File: config.mk
export PLATFORM = sky130hd
export DESIGN_NAME = bls_decode
export DESIGN_NICKNAME = d
export VERILOG_FILES = /design/src/rtl/bls_pkg.sv /design/src/rtl/bls_decode.sv
export SDC_FILE = /design/constraint.sdc
export NUM_CORES = 1
export LEC_CHECK = 0
export ABC_AREA = 1
export BUFFER_PORTS_ARGS = -buffer_cell sky130_fd_sc_hd__buf_4
export CORE_ASPECT_RATIO = 0.7
export CORE_UTILIZATION = 28
export DETAILED_ROUTE_END_ITERATION = 16
export PLACE_DENSITY_LB_ADDON = 0.12
export SYNTH_ARGS = -nofsm -noshare
export SYNTH_HDL_FRONTEND = slang
export SYNTH_SLANG_ARGS = --single-unit
File: constraint.sdc
create_clock -name vclk -period 4
set_input_delay 0.4 -clock vclk [all_inputs]
set_output_delay 0.4 -clock vclk [all_outputs]
set_load 0.005 [all_outputs]
File: src/rtl/bls_pkg.sv
`timescale 1ns / 1ps
`default_nettype none
// ----------------------------------------------------------------------------
// Bounded LIFO stack engine package
// Shared widths, opcode and status codes, and the decode record that passes
// from the decode logic to the result stage.
// ----------------------------------------------------------------------------
package bls_pkg;

    localparam int CNT_W         = 9;
    localparam int CNT_LIMIT     = 1 << CNT_W;
    localparam int WORD_W        = 32;
    localparam int OP_W          = 4;
    localparam int OFF_W         = 8;
    localparam int ST_W          = 2;
    localparam int IN_TDATA_W    = 56;
    localparam int OUT_TDATA_W   = 48;
    localparam int MAX_SLOTS_DEF = 256;

    localparam logic [CNT_W-1:0] SLOTS_RESET = CNT_W'(256);

    typedef enum logic [OP_W-1:0] {
        OP_PUSH        = 4'd0,
        OP_POP         = 4'd1,
        OP_DUP         = 4'd2,
        OP_DROP        = 4'd3,
        OP_DROP_N      = 4'd4,
        OP_TOP         = 4'd5,
        OP_NOS         = 4'd6,
        OP_PICK        = 4'd7,
        OP_PICK_BOTTOM = 4'd8,
        OP_SET_TOP     = 4'd9,
        OP_SET_BOTTOM  = 4'd10,
        OP_POP_OR_TOP  = 4'd11,
        OP_CLEAR       = 4'd12
    } opcode_t;

    typedef enum logic [ST_W-1:0] {
        ST_OK    = 2'd0,
        ST_UNDER = 2'd1,
        ST_OVER  = 2'd2,
        ST_RANGE = 2'd3
    } status_t;

    typedef enum logic [1:0] {
        SEL_ZERO  = 2'd0,
        SEL_VALUE = 2'd1,
        SEL_READ  = 2'd2
    } data_sel_t;

    typedef struct packed {
        status_t          status;
        logic [CNT_W-1:0] depth;
        data_sel_t        sel;
        logic [CNT_W-1:0] raddr;
        logic             we;
        logic             wsrc_read;
        logic [CNT_W-1:0] waddr;
    } dec_t;

endpackage
`default_nettype wire

File: src/rtl/bls_decode.sv
`timescale 1ns / 1ps
`default_nettype none
// ----------------------------------------------------------------------------
// Stack operation decode
// Works out status, new depth, read address and write request of one item
// from the registered item and the current element count.
// ----------------------------------------------------------------------------
module bls_decode #(
    parameter int MAX_SLOTS = bls_pkg::MAX_SLOTS_DEF
) (
    input  wire logic [bls_pkg::OP_W-1:0]  op,
    input  wire logic [bls_pkg::OFF_W-1:0] offset,
    input  wire logic [bls_pkg::CNT_W-1:0] drop_count,
    input  wire logic                      zero_on_empty,
    input  wire logic [bls_pkg::CNT_W-1:0] count,
    input  wire logic [bls_pkg::CNT_W-1:0] slots,
    output bls_pkg::dec_t                  dec
);
    import bls_pkg::*;

    localparam int MemDepth = (MAX_SLOTS < CNT_LIMIT) ? MAX_SLOTS : CNT_LIMIT;
    localparam logic [CNT_W:0] CapLimit = (CNT_W + 1)'(MemDepth);

    logic [CNT_W-1:0] cap;
    logic [CNT_W-1:0] one;
    logic [CNT_W-1:0] off_ext;
    logic [CNT_W-1:0] after_n;
    logic             empty;
    logic             full;

    assign one     = CNT_W'(1);
    assign off_ext = CNT_W'(offset);
    assign after_n = count - drop_count;
    assign empty   = (count == '0);
    assign cap     = ({1'b0, slots} > CapLimit) ? CapLimit[CNT_W-1:0] : slots;
    assign full    = (count >= cap);

    always_comb
    begin
        dec.status    = ST_OK;
        dec.depth     = count;
        dec.sel       = SEL_ZERO;
        dec.raddr     = count - one;
        dec.we        = 1'b0;
        dec.wsrc_read = 1'b0;
        dec.waddr     = count;
        unique case (opcode_t'(op))
            OP_PUSH:
            begin
                if (full)
                begin
                    dec.status = ST_OVER;
                end
                else
                begin
                    dec.we    = 1'b1;
                    dec.depth = count + one;
                    dec.sel   = SEL_VALUE;
                end
            end
            OP_DUP:
            begin
                if (empty)
                begin
                    dec.status = ST_UNDER;
                end
                else if (full)
                begin
                    dec.status = ST_OVER;
                end
                else
                begin
                    dec.we        = 1'b1;
                    dec.wsrc_read = 1'b1;
                    dec.depth     = count + one;
                    dec.sel       = SEL_READ;
                end
            end
            OP_POP:
            begin
                if (empty)
                begin
                    dec.status = zero_on_empty ? ST_OK : ST_UNDER;
                end
                else
                begin
                    dec.depth = count - one;
                    dec.sel   = SEL_READ;
                end
            end
            OP_DROP:
            begin
                if (empty)
                begin
                    dec.status = ST_UNDER;
                end
                else
                begin
                    dec.depth = count - one;
                    dec.raddr = count - CNT_W'(2);
                    dec.sel   = (count == one) ? SEL_ZERO : SEL_READ;
                end
            end
            OP_DROP_N:
            begin
                if (drop_count > count)
                begin
                    dec.status = ST_UNDER;
                end
                else
                begin
                    dec.depth = after_n;
                    dec.raddr = after_n - one;
                    dec.sel   = (after_n == '0) ? SEL_ZERO : SEL_READ;
                end
            end
            OP_TOP, OP_POP_OR_TOP:
            begin
                if (empty)
                begin
                    dec.status = ST_UNDER;
                end
                else
                begin
                    dec.sel = SEL_READ;
                    if (opcode_t'(op) == OP_POP_OR_TOP && count > one)
                    begin
                        dec.depth = count - one;
                    end
                end
            end
            OP_NOS:
            begin
                if (count < CNT_W'(2))
                begin
                    dec.status = ST_UNDER;
                end
                else
                begin
                    dec.raddr = count - CNT_W'(2);
                    dec.sel   = SEL_READ;
                end
            end
            OP_PICK:
            begin
                if (off_ext >= count)
                begin
                    dec.status = ST_RANGE;
                end
                else
                begin
                    dec.raddr = count - one - off_ext;
                    dec.sel   = SEL_READ;
                end
            end
            OP_PICK_BOTTOM:
            begin
                if (off_ext >= count)
                begin
                    dec.status = ST_RANGE;
                end
                else
                begin
                    dec.raddr = off_ext;
                    dec.sel   = SEL_READ;
                end
            end
            OP_SET_TOP:
            begin
                if (empty)
                begin
                    dec.status = ST_UNDER;
                end
                else
                begin
                    dec.we    = 1'b1;
                    dec.waddr = count - one;
                    dec.sel   = SEL_VALUE;
                end
            end
            OP_SET_BOTTOM:
            begin
                if (empty)
                begin
                    dec.status = ST_UNDER;
                end
                else
                begin
                    dec.we    = 1'b1;
                    dec.waddr = '0;
                    dec.sel   = SEL_VALUE;
                end
            end
            OP_CLEAR:
            begin
                dec.depth = '0;
            end
            default:
            begin
                dec.depth = count;
            end
        endcase
    end

endmodule
`default_nettype wire

==> key figures, run 1 <==
Route
  – WL final: 16700 µm
  – Routed length on met1: 8950 µm
  – Iter 0 DRT Violations: 336
  – Metal2 WL: 6450 µm
  – DR DRC count: 0
  – First-pass DRT Iterations: 5
  – Drt wl/cell: 16.8 µm
  – Highest Signal Layer: met5
  – Met3 Wirelength: 1210 µm
  – Final ANT Viol Nets: 0
  – Via count: 4955
  – Vias/cell: 4.98

Timing
  – # setup viols final: 0
  – Period Utilization, post-route: 88.3%
  – Worst slew margin: 57.1%
  – Max Fclk: 0.283 GHz
  – Worst-case hold slack: 1260 ps
  – Hold Vio Cnt, Final: 0
  – Slew @ Worst Pin: 637 ps
  – Slew Limit Fails: 0
  – Final worst path period need: 3530 ps
  – Fin Setup TNS: 0 ps
  – RSZ-0062 raised after global routing: no

Layout
  – Area grow syn2layout: 17.9%
  – Clock buffers: 0
  – Register area: 0 µm²
  – Sequential cells: 0
  – Layout cell share with drive strength beyond 1: 18.9%
  – Post-route insts no fill: 995
  – Nets: 893
  – Most frequent cells in the layout: nand2_1 (226), inv_1 (99), nor2_1 (85), buf_4 (77), nand3_1 (69)
  – Footprint of the multi-input gates: 0.00345 mm²
  – Ant diodes: 0
  – Final core occ: 33.9%
  – Fillers: 1603
  – Commonest non-fill, non-tap cell in the layout: nand2_1

Run status
  – Status: finished, final reports clean

Pwr
  – Leakage Power: 0.00261 µW
  – Total power: 619 µW
  – VDD IR max: 43.2 µV
  – Pwr Density: 131 mW/mm²

GRT
  – Largest net degree at the start of global routing: 16
  – Remaining Overflow, GRT: 0
  – Antenna violations before repair: 1
  – Number of global-route vias before repair: 4545
  – All-Layer GR Usage: 23.0%
  – Global-route wire length before repair: 25700 µm

Floorplanning
  – CORE AREA: 0.0139 mm²
  – Die Ht: 102 µm
  – Initial Utilization: 28.7%
  – Die width: 145 µm
  – DIE AREA: 0.0148 mm²
  – IO Count: 73
  – FP Rows: 36

Min path
  – Hold Crit Class: input pin to output pin

Critical path
  – Worst setup SP type: input pin
  – Slowest cell on crit path: ha_1
  – Worst Path Max Fanout: 11
  – Crit-path max cell delay: 370 ps
  – Crit path kind: input pin to output pin
  – Worst EP arrival: 3130 ps
  – Worst path required time: 3600 ps
  – Crit-path cells: buf_4 -> inv_1 -> ha_1 -> xnor2_1 -> nand2_1 -> o21ai_0 -> inv_1 -> ha_1 -> nand2_1 -> nand3_1 -> a211oi_1 -> nor2_1 -> o21ai_1 -> nand3_1 -> buf_4
  – Endpoint class of the critical path: output pin

Yosys
  – Post-synthesis sequential area ratio: 0%
  – Syn_nets: 825
  – Syn Area/Cell: 5.41 µm²
  – Ys Warns: 0
  – Post-Syn Area: 0.00400 mm²
  – Synth cell types: 45
  – Synth Instances: 739

Place
  – Buffers on Ports: 73
  – Post-detail-place hpwl: 14000 µm
  – GP Congestion: 0.925
  – Placed insts: 995

Job
  – Max cap viols: 0

Clock tree
  – Post-CTS sizing: 0
  – Post-CTS Setup Repair Bufs: 0
  – Post-CTS Hold Buffers: 0
==> critical path, delay by kind of cell <==
kind / cells / cell delay [ps]
and+or+nand+nor: 5 / 460
buffers and inverters: 4 / 790
xor gates and xnor gates: 1 / 200
AOI/OAI and AO/OA: 3 / 570
adders and majority gates: 2 / 700
==> through the flow <==
stage	cell area, µm²	worst slack [ps]
floorplan	4000	1110
global placement	4720	565
detailed placement	4720	527
CTS	4720	525
global route	4720	117
finish	4720	468
==> worst paths after layout <==
kind,slack [ps],depth (start not counted),end,from
max,470,15,dec[19],count[1]
min,1260,4,dec[30],count[8]
==> power by group <==
part / leakage (µW) / internal (µW) / total [µW] / switching [µW]
registers: 0 / 0 / 0 / 0
logic: 0.00261 / 226 / 619 / 393
clock network: 0 / 0 / 0 / 0
==> synth_stat cells (3+ instances only) <==
master / number / area, µm²
nand2_2: 16 / 100
inv_2: 11 / 41.3
nand3b_1: 3 / 22.5
buf_6: 6 / 67.6
o21ai_0: 27 / 135
o21bai_1: 3 / 22.5
a21oi_1: 25 / 125
inv_1: 99 / 372
nor3_1: 7 / 35.0
nand2_1: 226 / 848
nand3_1: 69 / 345
nor2_2: 14 / 87.6
nand4_1: 17 / 106
buf_4: 3 / 22.5
o211ai_1: 5 / 37.5
xor2_1: 14 / 123
nand3_2: 3 / 30.0
nor2_4: 6 / 67.6
o21ai_1: 8 / 40.0
clkinv_1: 3 / 11.3
xnor2_1: 3 / 26.3
nand3_4: 4 / 70.1
or2_2: 3 / 18.8
o211ai_2: 3 / 37.5
nor2_1: 85 / 319
nand2_4: 4 / 45.0
ha_1: 44 / 551
==> final cells by class <==
cell class	instances	share of cell area [%]
tap	190	5.04
multi-input combinational	611	73.2
inverter	117	9.47
timing repair buffer	77	12.3
==> per-layer routing <==
metal | track usage [%] | vias up
met1 | 36.7 | 2251
met4 | 1.94 | 2
met3 | 3.09 | 12
met2 | 32.9 | 183
met5 | 0 | -
li1 | - | 2507
==> kinds of logic after synthesis <==
kind of cell | Yosys count | synth area share [%]
compound gates | 81 | 11.9
fa+ha+maj | 46 | 14.8
simple gates | 465 | 55.2
buf+inv | 128 | 13.7
xor+xnor | 19 | 4.54
Power figures use the tool's default switching activity.
==> inputs of run 2 (changes only) <==
- PLACE_DENSITY: default -> 0.53
- PLACE_DENSITY_LB_ADDON: 0.12 -> default
==> run 2 against run 1 <==
Effect of this change: clock-buffer cell count unchanged; utilization is 0.054 points lower; via count decreased by 1.8%; worst hold slack worse by 25 ps; non-clock buffer count shrank 1; setup slack got worse by 33 ps; fmax decreased by 0.93%; routed wire length decreased by 6.9%; highest routed layer is now met4; global-route usage decreased by 1.4 points; die area did not move.
==> key figures, run 2 (synthesized netlist as in run 1, its figures left out) <==
Run status
  – Status: finished, final reports clean

GRT
  – Number of global-route vias before repair: 4422
  – Global-route wire length before repair: 24600 µm
  – Largest net degree at the start of global routing: 16
  – Remaining Overflow, GRT: 0
  – Antenna violations before repair: 0
  – All-Layer GR Usage: 21.6%

Pwr
  – Pwr Density: 131 mW/mm²
  – Leakage Power: 0.00260 µW
  – VDD IR max: 47.3 µV

Clock tree
  – Post-CTS sizing: 0
  – Post-CTS Hold Buffers: 0
  – Post-CTS Setup Repair Bufs: 0

Place
  – GP Congestion: 0.930
  – Placed insts: 994
  – Post-detail-place hpwl: 12900 µm
  – Dpl ws: 487 ps
  – Buffers on Ports: 73

Timing
  – Max Fclk: 0.280 GHz
  – Hold Vio Cnt, Final: 0
  – Slew Limit Fails: 0
  – Final worst path period need: 3570 ps
  – RSZ-0062 raised after global routing: no
  – Fin Setup TNS: 0 ps
  – Slew @ Worst Pin: 541 ps
  – Worst setup margin: 434 ps
  – Period Utilization, post-route: 89.1%
  – Worst slew margin: 63.8%
  – # setup viols final: 0

Layout
  – Ant diodes: 0
  – Commonest non-fill, non-tap cell in the layout: nand2_1
  – Final core occ: 33.8%
  – Nets: 892
  – Most frequent cells in the layout: nand2_1 (226), inv_1 (99), nor2_1 (85), buf_4 (76), nand3_1 (69)
  – Sequential cells: 0
  – Post-route insts no fill: 994
  – Clock buffers: 0
  – Layout cell share with drive strength beyond 1: 18.8%
  – Register area: 0 µm²
  – Area grow syn2layout: 17.7%

Floorplanning
  – Die Ht: 102 µm
  – CORE AREA: 0.0139 mm²
  – FP Rows: 36
  – Initial Utilization: 28.7%
  – DIE AREA: 0.0148 mm²
  – Die width: 145 µm
  – IO Count: 73

Critical path
  – Crit path kind: input pin to output pin
  – Worst EP arrival: 3170 ps
  – Setup crit start: count[1]
  – Worst Path Max Fanout: 11
  – CP Capture Point: dec[16]
  – Endpoint class of the critical path: output pin
  – Worst setup SP type: input pin
  – Worst path required time: 3600 ps

Route
  – Via count: 4864
  – Routed length on met1: 8510 µm
  – DR DRC count: 0
  – First-pass DRT Iterations: 5
  – Met3 Wirelength: 1190 µm
  – Drt wl/cell: 15.7 µm
  – Metal2 WL: 5820 µm
  – Vias/cell: 4.89
  – Iter 0 DRT Violations: 383
  – WL final: 15600 µm
  – Final ANT Viol Nets: 0
  – Highest Signal Layer: met4

Min path
  – Hold Crit Class: input pin to output pin

Job
  – Max cap viols: 0
## run 2: cell type report
cell class / count / area, µm²
timing repair buffer: 76 / 571
fill: 1622 / 9210
tap: 190 / 238
multi-input combinational: 611 / 3450
inverter: 117 / 447
## run 2: worst min-delay path by stage
| stage | from | endpoint | slack [ps] | depth (start not counted) |
|---|---|---|---|---|
| CTS | count[1] | dec[1] | 1230 | 4 |
| finish | count[1] | dec[1] | 1240 | 4 |
| global placement | count[1] | dec[1] | 1240 | 4 |
| detailed placement | count[1] | dec[1] | 1230 | 4 |
| global route | count[8] | dec[30] | 1270 | 4 |
| floorplan | count[1] | dec[1] | 910 | 2 |
## run 2: critical path, stage by stage
cell	delay, ps
buf_4	160
inv_1	320
ha_1	320
xnor2_1	190
nand2_1	80
o21ai_0	130
inv_1	180
ha_1	390
nand2_1	100
inv_1	50
a21oi_1	260
nor2_1	70
nor2_1	90
nand2_1	60
a21oi_1	120
nor2_1	50
nand3_1	70
buf_4	110
## run 2: layer usage
| layer | up-vias | global-route usage (%) |
|---|---|---|
| met2 | 195 | 30.5 |
| met3 | 6 | 1.64 |
| met5 | - | 0 |
| met1 | 2165 | 35.5 |
| met4 | 0 | 1.62 |
| li1 | 2498 | - |
## run 2: power by group
part | internal [µW] | total, µW | switching (µW) | leakage [µW]
Combinational | 227 | 617 | 390 | 0.00260
Sequential | 0 | 0 | 0 | 0
Clock | 0 | 0 | 0 | 0
## run 2: per-stage QoR
| stage | hold slack, ps | power [µW] | instance area (µm²) |
|---|---|---|---|
| 2_1_floorplan | 909 | 392 | 4000 |
| 3_3_place_gp | 1240 | 610 | 4710 |
| 3_5_place_dp | 1230 | 607 | 4710 |
| 4_1_cts | 1230 | 610 | 4710 |
| 5_1_grt | 1270 | 690 | 4710 |
| 6_report | 1240 | 617 | 4710 |
==> inputs of run 3 (changes only) <==
- RECOVER_POWER: default -> 50
==> run 3 against run 2 <==
Effect of this change: non-clock buffer count unchanged; utilization decreased by 0.12 points; final cell count unchanged; setup slack got worse by 110 ps; global-route usage unchanged; critical path depth decreased by 6; via count decreased by 0.23%; design area decreased by 0.35%; sequential cell count unchanged; critical path type unchanged; first-iteration DRC count decreased by 0.52%; total power decreased by 0.38%; highest routed layer unchanged; die area unchanged.
==> key figures, run 3 (synthesized netlist as in run 1, its figures left out) <==
Floorplanning
  – FP Rows: 36
  – Die Ht: 102 µm
  – IO Count: 73
  – Die width: 145 µm
  – Initial Utilization: 28.7%
  – CORE AREA: 0.0139 mm²
  – DIE AREA: 0.0148 mm²

GRT
  – Largest net degree at the start of global routing: 16
  – All-Layer GR Usage: 21.6%
  – Number of global-route vias before repair: 4422
  – Remaining Overflow, GRT: 0
  – Antenna violations before repair: 0
  – Global-route wire length before repair: 24600 µm

Critical path
  – Buf/Inv on CP: 4
  – Worst Path Max Fanout: 15
  – Crit path kind: input pin to output pin
  – Worst EP arrival: 3280 ps
  – CP top delay family: simple AND/OR/NAND/NOR gates
  – Worst setup SP type: input pin
  – Worst path required time: 3600 ps
  – Crit-path max cell delay: 960 ps
  – Slowest cell on crit path: nor2_1
  – Endpoint class of the critical path: output pin
  – Crit-path cells: buf_4 -> inv_1 -> ha_1 -> nand3_2 -> nor2_1 -> nand2_1 -> inv_1 -> nor3_1 -> nand3_1 -> nand2_1 -> o211ai_1 -> clkbuf_4
  – WP depth: 12

Layout
  – Layout cell share with drive strength beyond 1: 18.7%
  – Commonest non-fill, non-tap cell in the layout: nand2_1
  – Ant diodes: 0
  – Register area: 0 µm²
  – Nets: 892
  – Clock buffers: 0
  – Area grow syn2layout: 17.3%
  – Most frequent cells in the layout: nand2_1 (226), inv_1 (99), nor2_1 (86), nand3_1 (69), buf_4 (67)
  – Sequential cells: 0

Timing
  – Final worst path period need: 3680 ps
  – Slew @ Worst Pin: 1280 ps
  – Period Utilization, post-route: 91.9%
  – # setup viols final: 0
  – RSZ-0062 raised after global routing: no
  – Worst-case hold slack: 1250 ps
  – Hold Vio Cnt, Final: 0
  – Slew Limit Fails: 0
  – Max Fclk: 0.272 GHz
  – Fin Setup TNS: 0 ps
  – Worst slew margin: 14.4%
  – Worst setup margin: 323 ps

Pwr
  – Power share of the clock group: 0%
  – Pwr Density: 131 mW/mm²
  – Int Power: 226 µW
  – Leakage Power: 0.00257 µW
  – Logic gate share of total power: 100.0%
  – VDD IR max: 47.9 µV
  – Flop pwr share: 0%
  – Switching part of the total: 63.2%
  – Net switching power figure: 388 µW

Route
  – DR DRC count: 0
  – Drt wl/cell: 15.7 µm
  – WL final: 15600 µm
  – Final ANT Viol Nets: 0
  – Vias/cell: 4.88
  – Via count: 4853
  – Iter 0 DRT Violations: 381
  – First-pass DRT Iterations: 5

Clock tree
  – Post-CTS sizing: 0
  – Post-CTS Setup Repair Bufs: 0
  – Post-CTS Hold Buffers: 0

Place
  – Dpl ws: 487 ps
  – Buffers on Ports: 73
  – GP Congestion: 0.930
  – Post-detail-place hpwl: 12900 µm

Job
  – Max cap viols: 0

Min path
  – Hold Crit Class: input pin to output pin
  – Hold depth: 4

Run status
  – Status: finished, final reports clean
[run 3: path summary, 6_finish.rpt]
kind                   to  slack (ps)      from
setup / recovery  dec[13]         320  count[1]
hold / removal     dec[1]        1250  count[1]
[run 3: power groups by stage]
stage	clock, µW	combinational, µW	sequential, µW
finish	0	614	0
global route	0	688	0
CTS	0	610	0
detailed placement	0	607	0
global placement	0	610	0
floorplan	0	392	0
[run 3: layout make-up]
type                            count  area, µm²
Tap cell                          190        238
Inverter                          117        447
Timing Repair Buffer               76        571
Fill cell                        1624       9230
Multi-Input combinational cell    611       3440
[run 3: layer usage]
layer	vias up	track usage, %	part of all wire [%]
met1	2154	35.5	54
li1	2499	-	-
met2	192	30.5	37
met4	0	1.62	0.68
met3	8	1.64	7.7
met5	-	0	0
[run 3: metrics by stage]
| stage | total power (µW) | cell area [µm²] | instances | util [%] |
|---|---|---|---|---|
| detailed placement | 607 | 4710 | 994 | 33.8 |
| CTS | 610 | 4710 | 994 | 33.8 |
| global placement | 610 | 4710 | 994 | 33.8 |
| floorplan | 392 | 4000 | 739 | - |
| global route | 688 | 4690 | 994 | 33.7 |
| finish | 614 | 4690 | 994 | 33.7 |
